`config.mk`:
```
export PLATFORM = sky130hd
export DESIGN_NAME = demodulator_path_allocator_flat
export DESIGN_NICKNAME = d
export VERILOG_FILES = /design/src/dpa_pkg.sv /design/src/dpa_in_if.sv /design/src/dpa_out_if.sv /design/src/dpa_paths.sv /design/src/dpa_seq.sv /design/src/demodulator_path_allocator.sv /design/src/flat_wrapper.sv
export SDC_FILE = /design/constraint.sdc
export NUM_CORES = 1
export LEC_CHECK = 0
export BUFFER_PORTS_ARGS = -buffer_cell sky130_fd_sc_hd__buf_2
export CORE_UTILIZATION = 29
export CTS_CLUSTER_DIAMETER = 150
export DETAILED_ROUTE_END_ITERATION = 16
export PLACE_DENSITY_LB_ADDON = 0.05
export SLEW_MARGIN = 0
export SYNTH_ARGS = -nofsm -noshare
export SYNTH_HDL_FRONTEND = slang
export SYNTH_SLANG_ARGS = --single-unit
```
`constraint.sdc`:
```
create_clock -name i_clk -period 11.1 [get_ports i_clk]
set_clock_uncertainty 0.15 [all_clocks]
set_input_delay 2.22 -clock i_clk [delete_from_list [all_inputs] [get_ports i_clk]]
set_output_delay 2.22 -clock i_clk [all_outputs]
set_load 0.03 [all_outputs]
```
`src/dpa_pkg.sv`:
```
`timescale 1ns / 1ps
`default_nettype none

package dpa_pkg;

    // default sizes handed to the top level parameters
    localparam int NUM_PATHS_DEF = 8;
    localparam int TAG_BITS_DEF  = 8;

    // fixed field widths
    localparam int CH_W      = 4;
    localparam int SF_W      = 4;
    localparam int PWR_W     = 12;
    localparam int ST_W      = 3;
    localparam int PIDX_W    = 3;
    localparam int CNT_W     = 4;
    localparam int MAP_W     = 32;
    localparam int CFG_IDX_W = 2;

    // item kinds
    localparam logic KIND_START = 1'b0;
    localparam logic KIND_END   = 1'b1;

    // status codes
    localparam logic [ST_W-1:0] ST_LOCKED = 3'd0;
    localparam logic [ST_W-1:0] ST_BELOW  = 3'd1;
    localparam logic [ST_W-1:0] ST_NOPATH = 3'd2;
    localparam logic [ST_W-1:0] ST_FREED  = 3'd3;
    localparam logic [ST_W-1:0] ST_NOTAG  = 3'd4;
    localparam logic [ST_W-1:0] ST_BADSF  = 3'd5;

    // configuration register indexes
    localparam logic [CFG_IDX_W-1:0] CFG_CHAN_MAP = 2'd0;
    localparam logic [CFG_IDX_W-1:0] CFG_PATHS    = 2'd1;
    localparam logic [CFG_IDX_W-1:0] CFG_AUTH     = 2'd2;

    localparam logic [CNT_W-1:0] PATHS_RESET = 4'd8;
    localparam logic [CNT_W-1:0] CNT_MAX     = 4'd15;

    localparam logic [SF_W-1:0] SF_MIN = 4'd7;
    localparam logic [SF_W-1:0] SF_MAX = 4'd12;

    typedef struct packed {
        logic              lock;
        logic              free;
        logic [PIDX_W-1:0] idx;
    } t_path_cmd;

    typedef struct packed {
        logic [ST_W-1:0]   status;
        logic [PIDX_W-1:0] path_index;
        logic [CNT_W-1:0]  occupied;
        logic              end_scheduled;
    } t_result;

    function automatic logic sf_ok(input logic [SF_W-1:0] sf);
        return (sf >= SF_MIN) && (sf <= SF_MAX);
    endfunction

    // sensitivity in tenths of dBm per spreading factor
    function automatic logic signed [PWR_W-1:0] sens_thresh(input logic [SF_W-1:0] sf);
        logic signed [PWR_W-1:0] t;
        case (sf)
            4'd7:    t = -12'sd1300;
            4'd8:    t = -12'sd1325;
            4'd9:    t = -12'sd1350;
            4'd10:   t = -12'sd1375;
            4'd11:   t = -12'sd1400;
            4'd12:   t = -12'sd1425;
            default: t = '0;
        endcase
        return t;
    endfunction

endpackage

`default_nettype wire

```
`src/dpa_in_if.sv`:
```
`timescale 1ns / 1ps
`default_nettype none

interface dpa_in_if #(
    parameter int TAG_BITS = dpa_pkg::TAG_BITS_DEF
);
    logic                               valid;
    logic                               ready;
    logic                               kind;
    logic [dpa_pkg::CH_W-1:0]           channel;
    logic [dpa_pkg::SF_W-1:0]           spreading_factor;
    logic signed [dpa_pkg::PWR_W-1:0]   rx_power;
    logic [TAG_BITS-1:0]                event_tag;
    logic                               jammer;

    modport source (
        output valid, kind, channel, spreading_factor, rx_power, event_tag, jammer,
        input  ready
    );
    modport sink (
        input  valid, kind, channel, spreading_factor, rx_power, event_tag, jammer,
        output ready
    );
endinterface

`default_nettype wire

```
`src/dpa_out_if.sv`:
```
`timescale 1ns / 1ps
`default_nettype none

interface dpa_out_if;
    logic                          valid;
    logic                          ready;
    logic [dpa_pkg::ST_W-1:0]      status;
    logic [dpa_pkg::PIDX_W-1:0]    path_index;
    logic [dpa_pkg::CNT_W-1:0]     occupied;
    logic                          end_scheduled;

    modport source (
        output valid, status, path_index, occupied, end_scheduled,
        input  ready
    );
    modport sink (
        input  valid, status, path_index, occupied, end_scheduled,
        output ready
    );
endinterface

`default_nettype wire

```
`src/dpa_paths.sv`:
```
`timescale 1ns / 1ps
`default_nettype none

module dpa_paths #(
    parameter int NUM_PATHS = dpa_pkg::NUM_PATHS_DEF,
    parameter int TAG_BITS  = dpa_pkg::TAG_BITS_DEF
) (
    input  wire logic                       i_clk,
    input  wire logic                       i_rst_n,
    input  wire dpa_pkg::t_path_cmd         i_cmd,
    input  wire logic [TAG_BITS-1:0]        i_tag,
    input  wire logic [(NUM_PATHS > 1 ? $clog2(NUM_PATHS) : 1)-1:0] i_rd_idx,
    output logic                            o_busy,
    output logic [TAG_BITS-1:0]             o_tag,
    output logic [dpa_pkg::CNT_W-1:0]       o_count
);
    import dpa_pkg::*;

    localparam int AW = (NUM_PATHS > 1) ? $clog2(NUM_PATHS) : 1;

    logic [NUM_PATHS-1:0] r_busy;
    logic [NUM_PATHS-1:0] n_busy;
    logic [TAG_BITS-1:0]  r_event [NUM_PATHS];
    logic [CNT_W-1:0]     r_count;
    logic [CNT_W-1:0]     n_count;
    logic [AW-1:0]        w_idx;

    assign w_idx = i_cmd.idx[AW-1:0];

    always_comb begin
        n_busy  = r_busy;
        n_count = r_count;
        if (i_cmd.lock) begin
            n_busy[w_idx] = 1'b1;
            if (r_count < CNT_MAX) begin
                n_count = r_count + 1'b1;
            end
        end else if (i_cmd.free) begin
            n_busy[w_idx] = 1'b0;
            if (r_count != '0) begin
                n_count = r_count - 1'b1;
            end
        end
    end

    always_ff @(posedge i_clk) begin
        if (!i_rst_n) begin
            r_busy  <= '0;
            r_count <= '0;
        end else begin
            r_busy  <= n_busy;
            r_count <= n_count;
        end
    end

    // tag store, only read behind a busy bit
    always_ff @(posedge i_clk) begin
        if (i_cmd.lock) begin
            r_event[w_idx] <= i_tag;
        end
    end

    assign o_busy  = r_busy[i_rd_idx];
    assign o_tag   = r_event[i_rd_idx];
    assign o_count = r_count;

endmodule

`default_nettype wire

```
`src/dpa_seq.sv`:
```
`timescale 1ns / 1ps
`default_nettype none

module dpa_seq #(
    parameter int NUM_PATHS = dpa_pkg::NUM_PATHS_DEF,
    parameter int TAG_BITS  = dpa_pkg::TAG_BITS_DEF
) (
    input  wire logic                          i_clk,
    input  wire logic                          i_rst_n,
    input  wire logic                          i_start,
    input  wire logic                          i_kind,
    input  wire logic [dpa_pkg::CH_W-1:0]      i_channel,
    input  wire logic [dpa_pkg::SF_W-1:0]      i_sf,
    input  wire logic signed [dpa_pkg::PWR_W-1:0] i_power,
    input  wire logic [TAG_BITS-1:0]           i_tag,
    input  wire logic                          i_jammer,
    input  wire logic [dpa_pkg::MAP_W-1:0]     i_map,
    input  wire logic [dpa_pkg::CNT_W-1:0]     i_paths,
    input  wire logic                          i_auth,
    input  wire logic                          i_busy,
    input  wire logic [TAG_BITS-1:0]           i_path_tag,
    input  wire logic [dpa_pkg::CNT_W-1:0]     i_count,
    input  wire logic                          i_out_free,
    output logic                               o_idle,
    output logic [(NUM_PATHS > 1 ? $clog2(NUM_PATHS) : 1)-1:0] o_rd_idx,
    output logic [TAG_BITS-1:0]                o_tag,
    output dpa_pkg::t_path_cmd                 o_cmd,
    output logic                               o_res_valid,
    output dpa_pkg::t_result                   o_res
);
    import dpa_pkg::*;

    localparam int AW = (NUM_PATHS > 1) ? $clog2(NUM_PATHS) : 1;
    localparam int CW = $clog2(NUM_PATHS + 1);

    localparam logic S_IDLE = 1'b0;
    localparam logic S_SCAN = 1'b1;

    logic                r_state;
    logic                n_state;
    logic [CW-1:0]       r_idx;
    logic [CW-1:0]       n_idx;

    // item held for the scan
    logic                r_kind;
    logic [CH_W-1:0]     r_chan;
    logic [TAG_BITS-1:0] r_tag;
    logic                r_bad;
    logic                r_below;
    logic                r_sched;

    logic [CNT_W-1:0]    w_live;
    logic [AW-1:0]       w_rd;
    logic [CH_W-1:0]     w_path_ch;
    logic                w_scan_end;
    logic                w_done;
    t_result             w_res;
    t_path_cmd           w_cmd;

    assign w_live     = (i_paths > CNT_W'(NUM_PATHS)) ? CNT_W'(NUM_PATHS) : i_paths;
    assign w_rd       = r_idx[AW-1:0];
    assign w_path_ch  = i_map[w_rd*CH_W +: CH_W];
    assign w_scan_end = CNT_W'(r_idx) >= w_live;

    // one path looked at per cycle; a finished scan holds on its path until the output slot is free
    always_comb begin
        w_done = 1'b0;
        w_res  = '{status: ST_NOPATH, path_index: '0, occupied: i_count, end_scheduled: 1'b0};
        w_cmd  = '{lock: 1'b0, free: 1'b0, idx: PIDX_W'(w_rd)};
        if (r_kind == KIND_START && r_bad) begin
            w_done       = 1'b1;
            w_res.status = ST_BADSF;
        end else if (w_scan_end) begin
            w_done       = 1'b1;
            w_res.status = (r_kind == KIND_END) ? ST_NOTAG : ST_NOPATH;
        end else if (r_kind == KIND_START) begin
            if (w_path_ch == r_chan && !i_busy) begin
                w_done = 1'b1;
                if (r_below) begin
                    w_res.status = ST_BELOW;
                end else begin
                    w_res.status        = ST_LOCKED;
                    w_res.path_index    = PIDX_W'(w_rd);
                    w_res.end_scheduled = r_sched;
                    w_res.occupied      = (i_count < CNT_MAX) ? i_count + 1'b1 : i_count;
                    w_cmd.lock          = 1'b1;
                end
            end
        end else begin
            if (i_busy && i_path_tag == r_tag) begin
                w_done           = 1'b1;
                w_res.status     = ST_FREED;
                w_res.path_index = PIDX_W'(w_rd);
                w_res.occupied   = (i_count != '0) ? i_count - 1'b1 : i_count;
                w_cmd.free       = 1'b1;
            end
        end
    end

    always_comb begin
        n_state     = r_state;
        n_idx       = r_idx;
        o_res_valid = 1'b0;
        o_cmd       = '{lock: 1'b0, free: 1'b0, idx: '0};
        case (r_state)
            S_IDLE: begin
                if (i_start) begin
                    n_state = S_SCAN;
                    n_idx   = '0;
                end
            end
            S_SCAN: begin
                if (w_done) begin
                    // hold the result until the output slot is free
                    if (i_out_free) begin
                        o_res_valid = 1'b1;
                        o_cmd       = w_cmd;
                        n_state     = S_IDLE;
                    end
                end else begin
                    n_idx = r_idx + 1'b1;
                end
            end
            default: begin
                n_state = S_IDLE;
            end
        endcase
    end

    always_ff @(posedge i_clk) begin
        if (!i_rst_n) begin
            r_state <= S_IDLE;
            r_idx   <= '0;
        end else begin
            r_state <= n_state;
            r_idx   <= n_idx;
        end
    end

    always_ff @(posedge i_clk) begin
        if (i_start) begin
            r_kind  <= i_kind;
            r_chan  <= i_channel;
            r_tag   <= i_tag;
            r_bad   <= !sf_ok(i_sf);
            r_below <= i_power < sens_thresh(i_sf);
            r_sched <= !(i_auth && i_jammer);
        end
    end

    assign o_idle   = (r_state == S_IDLE);
    assign o_rd_idx = w_rd;
    assign o_tag    = r_tag;
    assign o_res    = w_res;

endmodule

`default_nettype wire

```
`src/demodulator_path_allocator.sv`:
```
`timescale 1ns / 1ps
`default_nettype none

// demodulator path allocator: a start item takes the lowest-numbered free path
// tuned to its channel (or is dropped below sensitivity), an end item frees the
// busy path that holds its tag; one result item per input item. a single path
// compare steps through the paths, one per cycle, so an item occupies the block
// until the scan ends on a hit, a bad spreading factor or the end of the live paths
// and its result goes into the output register; live paths is paths_in_use capped
// at NUM_PATHS. the input is not ready while a scan runs. the result sits in an
// output register; a finished scan waits there if that register is still full.
// configuration writes take effect at once and belong only to idle times.
module demodulator_path_allocator #(
    parameter int NUM_PATHS = dpa_pkg::NUM_PATHS_DEF,
    parameter int TAG_BITS  = dpa_pkg::TAG_BITS_DEF
) (
    input  wire logic                          i_clk,
    input  wire logic                          i_rst_n,
    input  wire logic                          i_cfg_we,
    input  wire logic [dpa_pkg::CFG_IDX_W-1:0] i_cfg_idx,
    input  wire logic [dpa_pkg::MAP_W-1:0]     i_cfg_data,
    dpa_in_if.sink                             i_in,
    dpa_out_if.source                          o_out
);
    import dpa_pkg::*;

    localparam int AW = (NUM_PATHS > 1) ? $clog2(NUM_PATHS) : 1;

    // configuration registers
    logic [MAP_W-1:0]    r_map;
    logic [CNT_W-1:0]    r_paths;
    logic                r_auth;

    // output register
    logic                r_out_valid;
    logic                n_out_valid;
    t_result             r_out;

    logic                w_start;
    logic                w_idle;
    logic                w_out_free;
    logic [AW-1:0]       w_rd_idx;
    logic                w_busy;
    logic [TAG_BITS-1:0] w_path_tag;
    logic [TAG_BITS-1:0] w_tag;
    logic [CNT_W-1:0]    w_count;
    t_path_cmd           w_cmd;
    logic                w_res_valid;
    t_result             w_res;

    assign i_in.ready = w_idle;
    assign w_start    = i_in.valid && w_idle;
    assign w_out_free = !r_out_valid || o_out.ready;

    always_ff @(posedge i_clk) begin
        if (!i_rst_n) begin
            r_map   <= '0;
            r_paths <= PATHS_RESET;
            r_auth  <= 1'b0;
        end else if (i_cfg_we) begin
            case (i_cfg_idx)
                CFG_CHAN_MAP: r_map   <= i_cfg_data;
                CFG_PATHS:    r_paths <= i_cfg_data[CNT_W-1:0];
                CFG_AUTH:     r_auth  <= i_cfg_data[0];
                default:      ;
            endcase
        end
    end

    // sequencer with the shared path compare
    dpa_seq #(
        .NUM_PATHS (NUM_PATHS),
        .TAG_BITS  (TAG_BITS)
    ) u_seq (
        .i_clk       (i_clk),
        .i_rst_n     (i_rst_n),
        .i_start     (w_start),
        .i_kind      (i_in.kind),
        .i_channel   (i_in.channel),
        .i_sf        (i_in.spreading_factor),
        .i_power     (i_in.rx_power),
        .i_tag       (i_in.event_tag),
        .i_jammer    (i_in.jammer),
        .i_map       (r_map),
        .i_paths     (r_paths),
        .i_auth      (r_auth),
        .i_busy      (w_busy),
        .i_path_tag  (w_path_tag),
        .i_count     (w_count),
        .i_out_free  (w_out_free),
        .o_idle      (w_idle),
        .o_rd_idx    (w_rd_idx),
        .o_tag       (w_tag),
        .o_cmd       (w_cmd),
        .o_res_valid (w_res_valid),
        .o_res       (w_res)
    );

    // busy bits, locked tags and occupancy count
    dpa_paths #(
        .NUM_PATHS (NUM_PATHS),
        .TAG_BITS  (TAG_BITS)
    ) u_paths (
        .i_clk    (i_clk),
        .i_rst_n  (i_rst_n),
        .i_cmd    (w_cmd),
        .i_tag    (w_tag),
        .i_rd_idx (w_rd_idx),
        .o_busy   (w_busy),
        .o_tag    (w_path_tag),
        .o_count  (w_count)
    );

    // the sequencer only finishes into a free slot
    always_comb begin
        n_out_valid = r_out_valid;
        if (w_res_valid) begin
            n_out_valid = 1'b1;
        end else if (o_out.ready) begin
            n_out_valid = 1'b0;
        end
    end

    always_ff @(posedge i_clk) begin
        if (!i_rst_n) begin
            r_out_valid <= 1'b0;
        end else begin
            r_out_valid <= n_out_valid;
        end
    end

    always_ff @(posedge i_clk) begin
        if (w_res_valid) begin
            r_out <= w_res;
        end
    end

    assign o_out.valid         = r_out_valid;
    assign o_out.status        = r_out.status;
    assign o_out.path_index    = r_out.path_index;
    assign o_out.occupied      = r_out.occupied;
    assign o_out.end_scheduled = r_out.end_scheduled;

    // occupancy never counts more paths than exist
    a_occ_bound: assert property (@(posedge i_clk) disable iff (!i_rst_n)
        r_out_valid |-> (r_out.occupied <= CNT_W'(NUM_PATHS)))
        else $error("occupancy above path count");

    // an accepted item blocks the input on the next cycle
    a_busy_after_accept: assert property (@(posedge i_clk) disable iff (!i_rst_n)
        (i_in.valid && i_in.ready) |=> !i_in.ready)
        else $error("input ready right after accept");

    // only a lock can announce a later end
    a_sched_only_lock: assert property (@(posedge i_clk) disable iff (!i_rst_n)
        (r_out_valid && r_out.status != ST_LOCKED) |-> !r_out.end_scheduled)
        else $error("end scheduled without lock");

    // a result is never loaded over one still waiting
    a_no_overwrite: assert property (@(posedge i_clk) disable iff (!i_rst_n)
        (r_out_valid && !o_out.ready) |-> !w_res_valid)
        else $error("result overwritten");

endmodule

`default_nettype wire
```
`src/flat_wrapper.sv`:
```
// flat-port wrapper written by rule: the top's interface ports become plain ports
module demodulator_path_allocator_flat import dpa_pkg::*;
#(
    parameter int NUM_PATHS = dpa_pkg::NUM_PATHS_DEF,
    parameter int TAG_BITS  = dpa_pkg::TAG_BITS_DEF
)
  (i_clk, i_rst_n, i_cfg_we, i_cfg_idx, i_cfg_data, i_in_valid, i_in_kind, i_in_channel, i_in_spreading_factor, i_in_rx_power, i_in_event_tag, i_in_jammer, i_in_ready, o_out_valid, o_out_status, o_out_path_index, o_out_occupied, o_out_end_scheduled, o_out_ready);
  dpa_in_if #(.TAG_BITS(TAG_BITS)) i_in_i ();
  dpa_out_if o_out_i ();
  input  wire logic i_clk;
  input  wire logic i_rst_n;
  input  wire logic i_cfg_we;
  input  wire logic [dpa_pkg::CFG_IDX_W-1:0] i_cfg_idx;
  input  wire logic [dpa_pkg::MAP_W-1:0] i_cfg_data;
  input wire logic [$bits(i_in_i.valid)-1:0] i_in_valid;
  input wire logic [$bits(i_in_i.kind)-1:0] i_in_kind;
  input wire logic [$bits(i_in_i.channel)-1:0] i_in_channel;
  input wire logic [$bits(i_in_i.spreading_factor)-1:0] i_in_spreading_factor;
  input wire logic [$bits(i_in_i.rx_power)-1:0] i_in_rx_power;
  input wire logic [$bits(i_in_i.event_tag)-1:0] i_in_event_tag;
  input wire logic [$bits(i_in_i.jammer)-1:0] i_in_jammer;
  output wire logic [$bits(i_in_i.ready)-1:0] i_in_ready;
  output wire logic [$bits(o_out_i.valid)-1:0] o_out_valid;
  output wire logic [$bits(o_out_i.status)-1:0] o_out_status;
  output wire logic [$bits(o_out_i.path_index)-1:0] o_out_path_index;
  output wire logic [$bits(o_out_i.occupied)-1:0] o_out_occupied;
  output wire logic [$bits(o_out_i.end_scheduled)-1:0] o_out_end_scheduled;
  input wire logic [$bits(o_out_i.ready)-1:0] o_out_ready;
  assign i_in_i.valid = i_in_valid;
  assign i_in_i.kind = i_in_kind;
  assign i_in_i.channel = i_in_channel;
  assign i_in_i.spreading_factor = i_in_spreading_factor;
  assign i_in_i.rx_power = i_in_rx_power;
  assign i_in_i.event_tag = i_in_event_tag;
  assign i_in_i.jammer = i_in_jammer;
  assign i_in_ready = i_in_i.ready;
  assign o_out_valid = o_out_i.valid;
  assign o_out_status = o_out_i.status;
  assign o_out_path_index = o_out_i.path_index;
  assign o_out_occupied = o_out_i.occupied;
  assign o_out_end_scheduled = o_out_i.end_scheduled;
  assign o_out_i.ready = o_out_ready;
  demodulator_path_allocator #(.NUM_PATHS(NUM_PATHS), .TAG_BITS(TAG_BITS)) u_core (.i_clk(i_clk), .i_rst_n(i_rst_n), .i_cfg_we(i_cfg_we), .i_cfg_idx(i_cfg_idx), .i_cfg_data(i_cfg_data), .i_in(i_in_i), .o_out(o_out_i));
endmodule
```
==> results of run 1 <==
## sequential cells by signal, indices dropped and copies added, names as in the netlist, named ones only
signal,cells
u_core.o_out.end_scheduled,1
u_core.u_seq.r_state,1
u_core.u_seq.o_tag,8
u_core.u_seq.r_sched,1
u_core.u_seq.r_kind,1
u_core.u_seq.r_chan,4
u_core.u_seq.r_idx,4
u_core.u_paths.r_event,64
u_core.o_out.valid,1
u_core.r_auth,1
u_core.o_out.occupied,4
u_core.r_paths,4
u_core.o_out.path_index,3
u_core.u_seq.r_below,1
u_core.u_paths.o_count,4
u_core.r_map,32
u_core.o_out.status,3
u_core.u_seq.r_bad,1
## cell families after synthesis
group | synth area share, %
flops | 57.39
fa+ha+maj | 2.950
xor+xnor | 1.678
compound gates | 9.533
simple gates | 13.17
buf+inv | 3.522
mux | 11.76
## layer usage
metal	part of all wire [%]	track usage, %
met1	45	18.22
met2	51	26.08
met3	2.8	3.426
met4	0.73	4.102
met5	0	0
## final timing paths
kind	end	from	cells after the start
min reg2reg	u_core.r_map[22]$_SDFFE_PN0P_	u_core.r_map[22]$_SDFFE_PN0P_	2
max	u_core.u_paths.r_event[4][7]$_DFFE_PP_	u_core.u_seq.r_idx[1]$_SDFFE_PN0P_	7
max reg2reg	u_core.u_paths.r_event[4][7]$_DFFE_PP_	u_core.u_seq.r_idx[1]$_SDFFE_PN0P_	7
min	u_core.r_map[22]$_SDFFE_PN0P_	u_core.r_map[22]$_SDFFE_PN0P_	2
## cell usage after synthesis, types with 2 or more instances
cell type / n / share of area, %
nor3_1: 6 / 0.44
o31ai_1: 4 / 0.44
buf_6: 2 / 0.33
mux2i_1: 46 / 6.8
clkbuf_1: 18 / 1.0
a21boi_0: 2 / 0.22
dfxtp_1: 58 / 17
mux4_2: 14 / 4.6
o21a_1: 7 / 0.77
nand3_1: 22 / 1.6
ha_1: 16 / 3.0
a21o_1: 9 / 1.0
o31a_1: 4 / 0.52
buf_2: 4 / 0.30
a21oi_1: 41 / 3.0
mux2_2: 2 / 0.33
nand2_1: 84 / 4.6
and3_1: 4 / 0.37
a211oi_1: 2 / 0.22
buf_4: 7 / 0.77
or2_2: 3 / 0.28
nor2_1: 24 / 1.3
o21ai_0: 13 / 0.96
xor2_1: 12 / 1.5
nor2b_1: 12 / 1.1
inv_1: 13 / 0.72
nand3_2: 2 / 0.30
nand2b_1: 8 / 0.74
a22oi_1: 7 / 0.77
nor4_4: 2 / 0.63
and2_1: 6 / 0.55
edfxtp_1: 91 / 40
## per-stage QoR
stage | instances | setup WS [ns] | hold WS [ns]
global route | 969 | 5.786 | 0.3300
floorplan | 570 | 6.789 | 0.2827
detailed placement | 937 | 6.176 | 0.2987
CTS | 969 | 6.178 | 0.3077
finish | 969 | 6.319 | 0.3049
global placement | 937 | 6.474 | 0.2944
## worst reg2reg max path, stage by stage (launching register included)
cell	delay [ns]
dfxtp_1	0.92
mux2i_1	0.21
mux4_2	0.52
xor2_1	0.15
o211ai_1	0.18
nor4b_2	0.90
nand2_1	0.34
nor3_1	1.01
## cell usage in the layout, fill, tap and decap left out, types with 3 or more instances in the layout
master     instances
nand2b_1           8
mux4_2            14
a21oi_1           41
or2_2              3
nor2b_1           12
nor3_1             6
clkbuf_16         21
and2_1             6
o21ai_0           13
nor2_1            24
nand2_1           84
o31a_1             4
a21o_1             9
inv_1             13
edfxtp_1          91
ha_1              16
inv_6              4
buf_4              5
mux2i_1           46
buf_2             81
dfxtp_1           58
nand3_1           22
o31ai_1            4
o21a_1             7
xor2_1            12
and3_1             4
a22oi_1            7
## power groups by stage
stage | clock (mW) | combinational (mW) | sequential, mW
floorplan | 0 | 0.0544 | 0.620
global placement | 0 | 0.0819 | 0.625
detailed placement | 0 | 0.0835 | 0.624
CTS | 0.626 | 0.0839 | 0.613
global route | 0.648 | 0.0919 | 0.614
finish | 0.610 | 0.0814 | 0.612
## layout make-up
type,count,area share [%]
flip-flops and latches,149,48.17
multi-input cells,374,32.88
clock buffers,23,6.734
repair buffers,86,5.480
well taps,313,4.845
clock inverters,9,1.192
inverters,15,0.6966
==> reports/summary.md, run 1 <==
The worst-margin pin slew was 1.223 ns; the reported net switching power was 0.2975 mW. For the number of hold buffers added after cts, the log shows 0. For the largest net degree at the start of global routing, the log shows 45. Summing all flip-flop and latch instances after layout gives 3894 sq um.

The net switching share of the total power came out at 22.82%. The max-capacitance violation count is 0, and the share of layout cells above drive strength 1 is 22.71%. Among cell families on the critical path, the largest total delay comes from simple AND/OR/NAND/NOR gates. The tools report the starting density of the core as 29.79%. Pin placement for this block handled 82 I/O pins. In this run the cell area measured after placement is 7442 sq um. The area enclosed by the die boundary is 24010 sq um. The net count of the mapped netlist is 655, and the number of fillers in the final layout is 2270.

The run gives 2 as the maximum clock path buffer count. The flop-to-flop setup slack came out at 6.32 ns. Traced cell by cell, the critical path runs through mux2i_1 > mux4_2 > xor2_1 > o211ai_1 > nor4b_2 > nand2_1 > nor3_1.

In the routed design, unresolved DRC markers number 0. Registers are responsible for 46.9% of the overall power. Synthesized flop and latch total: 149.

The slowest stage of the critical path belongs to the cell nor3_1. The worst-case IR drop observed on VDD is 0.00007657 V. TritonCTS built the clock tree.

The run gives 202 as the number of design-rule violations left by the first detailed-router iteration. The placeable core area was 22780 sq um; the insertion delay of the later-clocked pin in the worst-skew pair was 0.43 ns. In this run the clock root is driven by a clkbuf_16.

After synthesis the cells add up to 6785 sq um. The post-synthesis area per instance is 11.90 sq um. After detailed routing, the average wire length per cell comes to 17.17 um. The number of buffer and inverter stages on the critical path was 0; the antenna cell count was 0. The number of enable flip-flop cells after synthesis was 91; the highest achievable clock rate was 209.1 MHz.

For the number of clock sinks seen by CTS, the log shows 149. Clock-pin slew was measured on the worst setup and hold paths at 0.06 ns. For this run, the total global-route usage over all layers was measured as 14.87%. Subtracting the final worst setup slack from the clock period gives 4.781 ns. The logs give 4.66 ns for the arrival time of the worst setup path and 0 for the number of failing hold endpoints at the final stage. The worst pin sits at a relative slew slack of 17.81%.

Input and output buffers added on the ports amount to 81. In the final layout, the multi-input gates occupy 2658 sq um. In this run the worst path has a maximum fanout of 21. The number of clock buffers added by TritonCTS is 17. At the worst endpoint, the required time is 10.98 ns.

The total overflow left after global routing is 0. The run gives 0 as the post-CTS setup repair buffer count. The logic gate share of total power is 6.2%. For this design the static power due to leakage is 2.890 nW.

The dominant synthesized flop cell was edfxtp_1. After routing the design area is 8083 sq um. The synthesized instance count came out at 570.

Wires add up to 16630 um. Fraction of registers with async set/reset: 0%. STA classifies the critical path startpoint as a flop. The synthesis-to-layout area growth is 19.12%, and the critical path's largest stage delay is 1.01 ns.

In this run the power density over the cells is 161.3 nW/um^2. For the number of antenna violations at the first check in global routing, the log shows 0. The type of element capturing the critical path is a flop.

Via count of the first global-routing pass: 4685. The flow ran to the end, and the final reports show no timing, DRC or antenna violations. X dimension of the die: 155.0 um. The max-slew violation total from the final report was 0. The setup-violating endpoint count in the final report is 0. Critical setup path kind: flop to flop. Row generation in the floorplan step produced 55 rows.

The routability congestion estimate was 0.7582. Once the clock tree was built, the resizer swapped 0 gates to a different size. The logs give 728 for the final-stage net count and 4477 for the via count. Cells fill 35.48% of the core in the end.

For the number of nets with antenna violations after detailed routing, the log shows 0. Summing internal, switching and leakage power gives 1.304 mW. For this run, the register share of the synthesized area comes to 57.39%. The clock network burns 46.8% of the power. Setup repair after global routing left no endpoint under its margin. In the finished design, the share of the clock period the worst path needs comes to 43.08%. The first global-routing pass estimated 26590 um of wire. Kind of path behind the tightest hold check: flop to flop. The tools report the count of synthesis-stage warnings from yosys as 0.

The setup TNS was 0 ns; the number of H-tree branching levels was 4. Yosys mapped the design onto 57 distinct sky130hd cell types. The chip height is 155.0 um, and the final HPWL from detailed placement is 11700 um.

Internal power contribution: 1.006 mW. After detailed routing, the number of vias per cell comes to 4.620. Before antenna repair, the detailed router went through 4 iterations.
Power figures use the tool's default switching activity.
==> inputs of run 2 (changes only) <==
- clock period: 11.1 -> 4.7 ns (I/O delays scaled with it)
==> run 2 against run 1 <==
  * Global-route usage shrank 0.26 points
  * Wire length grew 0.31%
  * Utilization down 0.12 points
  * Cell area fell by 0.33%
  * Non-clock buffer count increased by 6
  * Setup slack got worse by 5.4 ns
  * Critical path type unchanged
  * Critical endpoint is now u_core.u_paths.r_event[3][6]$_DFFE_PP_
  * Sequential power increased by 140%
==> reports/summary.md, run 2 (synthesized netlist as in run 1, its figures left out) <==
The placeable core area is 22780 sq um, and the worst voltage drop across the vdd grid is 0.0002016 V. TritonCTS built the clock tree. The first global-routing pass estimated 26260 um of wire. The synthesis-to-layout area growth is 18.74%, and the clock transition at the register clock pins on the worst setup and hold paths after CTS is 0.06 ns.

Among all stages on the critical path, the largest delay is contributed by dfxtp_1. In the final layout, the multi-input gates occupy 2658 sq um. The number of antenna diodes in the final layout is 0.

The leakage power figure was 2.894 nW. Combinational cells account for 6.5% of the total power. Setup slack at placement: 0.9477 ns. The logs give 0 for the max-capacitance violation count and 0 for the setup-violating endpoint count in the final report.

The tools report the maximum clock path buffer count as 2. Row generation in the floorplan step produced 55 rows. The H-tree generated during clock tree synthesis spans 4 levels. The detail route stage leaves a number of antenna-violating nets equal to 0. In the finished design, the share of the clock period the worst path needs comes to 79.53%.

Port buffering added 81 buffers. The largest single stage delay on the critical path is 0.87 ns. At the end of the flow, the number of nets in the layout was 734. The number of failing hold endpoints at the final stage was 0; the arrival time of the worst setup path was 3.66 ns. The library cell used most frequently in the layout, excluding fill and tap cells, is edfxtp_1. In the routed design, unresolved DRC markers number 0.

Based on the critical path, the design can be clocked at up to 267.5 MHz. Type of element capturing the critical path: a flop. Setup repair after global routing left no endpoint under its margin.

The tools report the area enclosed by the die boundary as 24010 sq um. The run gives 227 as the number of design-rule violations left by the first detailed-router iteration. The root buffer cell was clkbuf_16. For this design the top-level I/O count stands at 82.

In this run, post-CTS repair resized a total of 0 instances. The worst register-to-register path has a setup slack of 0.96 ns. For the max-slew violation total from the final report, the log shows 0. Measured against its own limit, the worst slew margin works out to 32.79%. The min-delay analysis places its worst path in the category flop to flop.

The post-CTS setup repair buffer count came out at 0. The run gives 14.61% as the overall routing resource usage. In the final routed layout, each cell accounts on average for 17.11 um. Entering global routing, the biggest net connects 45 pins.

Cell internal power was estimated by the tool at 2.272 mW. The maximum fanout along the worst path is 17. The analysis attributes to net switching a power of 0.6798 mW. For the insertion delay of the later-clocked pin in the worst-skew pair, the log shows 0.42 ns. The wire-length estimate of the detail-placed layout is 12000 um. The routed layout has 4560 vias.

In the layout the commonest cells are edfxtp_1 (91), nand2_1 (84), buf_2 (81). The initial utilization of the core area, before any placement, comes to 29.79%. The total power of the final layout was 2.952 mW. The register with the most flip-flops in the layout has 64 of them. The worst setup path is of the flop to flop kind.

Of the total power, the clock network draws 44.6%. The worst-margin pin slew was 1.007 ns; the number of search-and-repair iterations in the first detailed-routing pass was 4. Data on the critical path is required at its endpoint by 4.63 ns. Of the cells placed in the final design, the portion with a size suffix greater than 1 is 23.26%.

Routability-driven placement finished with a final weighted congestion of 0.7694. The net switching share of the total power is 23.03%. Register containing the most flip-flops in the final layout: u_core.u_paths.r_event.

In this run the horizontal extent of the chip is 155.0 um. Adding up every negative setup slack in the final design gives 0 ns. The worst setup path is launched from a flop. The logs give 2282 for the number of fillers in the final layout and 17 for the total CTS buffers. For this design, the CTS-stage hold fixing added 0 buffers. The run gives 0 as the number of antenna violations at the first check in global routing.

The number of clock sinks seen by CTS was 149; the power per standard cell area was 366.4 nW/um^2. The run finished with clean final reports. The proportion of power drawn by flip-flops and latches is 48.9%. The post-route minimum period was 3.738 ns. The tools report the via count of the first global-routing pass as 4674.

Summing all flip-flop and latch instances after layout gives 3894 sq um. The die is 155.0 um tall. The signal on the critical path passes through mux2i_1 > mux4_2 > xor2_1 > o211ai_1 > nor4b_2 > buf_4 > and2_0 > nand3_1 > inv_1.

The setup slack after layout was 0.9621 ns; the overall routed net length was 16690 um. The remaining global-route overflow was 0; the number of vias per cell after detailed routing was 4.677.
## run 2: cell count changes in the layout (fill, tap and decap cells not counted), sizes merged
cell / change
buf: +6
clkinv: +3
clkbuf: -2
inv: -1
## run 2: layer usage
layer	track usage (%)	up-vias	wire length (um)
met1	17.34	2241	7374
met5	0	-	0
li1	-	2225	-
met4	3.630	0	184
met2	25.95	83	8546
met3	4.039	11	580
## run 2: power groups by stage
stage / Clock [mW] / Sequential, mW / Combinational, mW
floorplan: 0 / 1.46 / 0.128
global placement: 0 / 1.47 / 0.191
detailed placement: 0 / 1.47 / 0.194
CTS: 1.35 / 1.45 / 0.195
global route: 1.40 / 1.45 / 0.215
finish: 1.32 / 1.44 / 0.191
## run 2: layout make-up
type	instances	share of cell area (%)
repair buffers	92	6.057
inverters	15	0.6989
clock buffers	21	5.870
flip-flops and latches	149	48.33
well taps	313	4.861
multi-input cells	374	32.99
clock inverters	11	1.196
## run 2: through the flow
stage	hold WS (ns)	std cells	instance area (sq um)	util, %
floorplan	0.2827	570	6785	-
CTS	0.3064	975	8056	35.37
global route	0.3257	975	8056	35.37
global placement	0.2952	943	7487	32.87
detailed placement	0.2964	943	7487	32.87
finish	0.3024	975	8056	35.37
## run 2: path summary, 6_finish.rpt
| kind | start | end | depth (start not counted) |
|---|---|---|---|
| setup / recovery | u_core.u_seq.r_idx[1]$_SDFFE_PN0P_ | u_core.u_paths.r_event[3][6]$_DFFE_PP_ | 9 |
| hold / removal | u_core.r_map[5]$_SDFFE_PN0P_ | u_core.r_map[5]$_SDFFE_PN0P_ | 2 |
| setup reg to reg | u_core.u_seq.r_idx[1]$_SDFFE_PN0P_ | u_core.u_paths.r_event[3][6]$_DFFE_PP_ | 9 |
| hold reg to reg | u_core.r_map[5]$_SDFFE_PN0P_ | u_core.r_map[5]$_SDFFE_PN0P_ | 2 |
## run 2: worst max-delay path: cells and delay by family, from the launching register on
kind	cells	cell delay, ns
mux	2	0.70
simple gates	3	0.79
buf+inv	2	0.53
compound gates	1	0.19
xor+xnor	1	0.16
flops	1	0.87
==> inputs of run 3 (changes only) <==
- clock period: 4.7 -> 3.4 ns (I/O delays scaled with it)
==> run 3 against run 2 <==
  * Sequential share of layout area fell by 1.3 points
  * Combinational power rose by 55%
  * Highest routed layer unchanged
  * Via count grew 1.1%
  * Clock-buffer cell count grew 1
  * Global-route usage increased by 0.70 points
  * Critical path depth unchanged
  * Wire length up 1.6%
  * Final cell count rose by 2.7%
  * First-iteration DRC count grew 7.0%
  * Worst hold slack worse by 0.022 ns
  * Sequential power grew 38%
==> reports/summary.md, run 3 (synthesized netlist as in run 1, its figures left out) <==
The smallest clock period supported by the final layout is computed as 3.090 ns. In the final layout, the share of cells above drive strength 1 is 26.16%. The clock transition at the register clock pins on the worst setup and hold paths after CTS was 0.06 ns; the first-pass GRT wire length was 27460 um. The register with the most flip-flops in the layout has 64 of them. The run gives 243 as the number of design-rule violations left by the first detailed-router iteration. The cell sitting at the root of the clock tree is a clkbuf_16. The tools report the type of element capturing the critical path as a flop. Based on the critical path, the design can be clocked at up to 323.7 MHz.

The library cells used most frequently in the layout, excluding fill and tap cells, are edfxtp_1 (91), nand2_1 (84), buf_2 (81). For the overall routed net length, the log shows 16960 um. In this run the deepest clock path goes through 2 buffers. The via count of the first global-routing pass is 4958. Headroom to the max-slew limit came out at 55.68%. The share of the clock period used by the worst path after layout came out at 90.87%. The setup-violating endpoint count in the final report is 0, and the chip height is 155.0 um. The critical setup path kind was flop to flop. Setup repair after global routing left no endpoint under its margin.

The cell at the slowest stage of the critical path is mux4_2. The die covers 24010 sq um. In this run the static leakage power is 3.008 nW.

Summing all flip-flop and latch instances after layout gives 3894 sq um. The remaining global-route overflow came out at 0. Number of failing hold endpoints at the final stage: 0.

The startpoint kind of the worst setup timing path was a flop. The number of vias per cell after detailed routing works out to 4.605. The final HPWL from detailed placement came out at 12180 um. Of all nets on the critical path, the largest fanout is 20. For this configuration, the core starts out at a cell density of 29.79%. Walking the worst path, the cells encountered are buf_12 > mux2i_1 > mux4_2 > xor2_1 > o211ai_1 > nor4b_4 > and2_0 > nand3_1 > inv_1.

The die is 155.0 um wide. The most common library cell in the layout ignoring fill and taps was edfxtp_1. Entering global routing, the biggest net connects 37 pins.

The logs give 3.33 ns for the critical path required time and 0 for the post-detailed-route DRC marker count. TritonCTS built the clock tree. The register containing the most flip-flops in the final layout was u_core.u_paths.r_event.

Layer with the highest usage after global routing: met2. The path class of the tightest hold or removal check is input port to flop. The later pin in the worst-skew pair is clocked with a latency of 0.42 ns. The number of clock sinks seen by CTS was 149.

For the pin with the worst max-slew slack, the measured transition is 0.6648 ns. The global routing usage on met2 was 26.28%. For this run, the total global-route usage over all layers was measured as 15.31%. The routing usage on met1 is 18.85%, and the I/O pin count is 82. At the end of the flow, the number of nets in the layout was 760.

Final hold analysis gives a worst-case slack of 0.2809 ns. The total CTS buffers was 17; the final core utilization was 36.38%. For the number of fillers in the final layout, the log shows 2281. For this design the ratio of total power to cell area is 485.0 nW/um^2. The number of port buffers is 81, and the max-capacitance violation count is 0.

The synthesis-to-layout area growth was 22.13%. The tools report the footprint of the multi-input gates as 2666 sq um. STA puts the critical path data arrival time at 3.02 ns. The tools report the max-slew violation total from the final report as 0.

The repair_antennas step left the layout with diodes totalling 0. VDD sags by at most 0.0002575 V. The logs give 4 for the number of H-tree branching levels and 3.677% for the global routing met3 resource utilization.

The average wire per standard cell is 16.94 um. Before antenna repair, the detailed router went through 4 iterations. The routability congestion estimate was 0.7467.

The critical path's largest stage delay works out to 0.49 ns. The logs give 0 for the number of antenna violations at the first check in global routing and 0 for the number of nets with antenna violations after detailed routing. The run finished with clean final reports. The placeable core area came out at 22780 sq um. The number of placement rows is 55, and the via count is 4610.
-- run 3: cell count changes in the layout (fill, tap and decap cells not counted) --
cell | before | now
buf_12 | 0 | 4
clkbuf_8 | 1 | 0
buf_4 | 11 | 33
inv_1 | 13 | 11
clkinvlp_4 | 1 | 2
clkinv_4 | 1 | 3
clkinv_2 | 4 | 3
clkbuf_1 | 1 | 3
nor4b_2 | 1 | 0
bufinv_16 | 1 | 0
nor4b_4 | 0 | 1
-- run 3: layout make-up --
class                      count  share of cell area (%)
sequential                   149                   46.99
inverter                      15                  0.7700
multi-input combinational    374                   32.18
clock inverter                10                  0.8606
clock buffer                  22                   5.632
timing repair buffer         118                   8.848
tap                          313                   4.726
-- run 3: critical path: cells and delay by family (launching register included) --
family | cells | cell delay (ns)
XOR/XNOR | 1 | 0.14
AND/OR/NAND/NOR | 3 | 0.80
flip-flops | 1 | 0.38
AO/OA/AOI/OAI | 1 | 0.19
multiplexers | 2 | 0.61
buffers and inverters | 2 | 0.47
-- run 3: timing repair --
action                     CTS  global route
setup endpoints to repair    0            27
setup buffers                0             0
gates resized for setup      0             3
hold buffers                 0             0
-- run 3: layer usage --
| metal | part of all wire, % | up-vias |
|---|---|---|
| met4 | 1.3 | 0 |
| met5 | 0 | - |
| li1 | - | 2283 |
| met2 | 50 | 97 |
| met1 | 45 | 2218 |
| met3 | 4.1 | 12 |
-- run 3: path summary, 6_finish.rpt --
kind                                                    startpoint                                endpoint  slack [ns]  depth (start not counted)
worst min register to register       u_core.r_map[25]$_SDFFE_PN0P_           u_core.r_map[25]$_SDFFE_PN0P_        0.30                          2
worst min-delay path                               i_in_channel[2]        u_core.u_seq.r_chan[2]$_DFFE_PP_        0.28                          1
worst max register to register  u_core.u_seq.r_idx[1]$_SDFFE_PN0P_  u_core.u_paths.r_event[1][6]$_DFFE_PP_        0.31                          9
worst max-delay path            u_core.u_seq.r_idx[1]$_SDFFE_PN0P_  u_core.u_paths.r_event[1][6]$_DFFE_PP_        0.31                          9
-- run 3: stage by stage --
step / instance area, sq um / std cells / setup TNS (ns) / total power, mW / setup WS, ns
final: 8287 / 1001 / 0 / 4.019 / 0.3105
after global routing: 8287 / 1001 / 0 / 4.183 / 0.04281
after CTS: 8270 / 1001 / 0 / 4.071 / 0.08854
after detailed placement: 7732 / 969 / 0 / 2.329 / 0.09465
after global placement: 7732 / 969 / 0 / 2.324 / 0.1862
after floorplan: 6785 / 570 / -1.844 / 2.200 / -0.07687
-- run 3: power breakdown --
group / internal [mW] / leakage [nW] / total (mW) / switching (mW)
combinational: 0.128 / 1.44 / 0.297 / 0.169
clock: 0.984 / 0.272 / 1.74 / 0.751
sequential: 1.96 / 1.30 / 1.99 / 0.0309
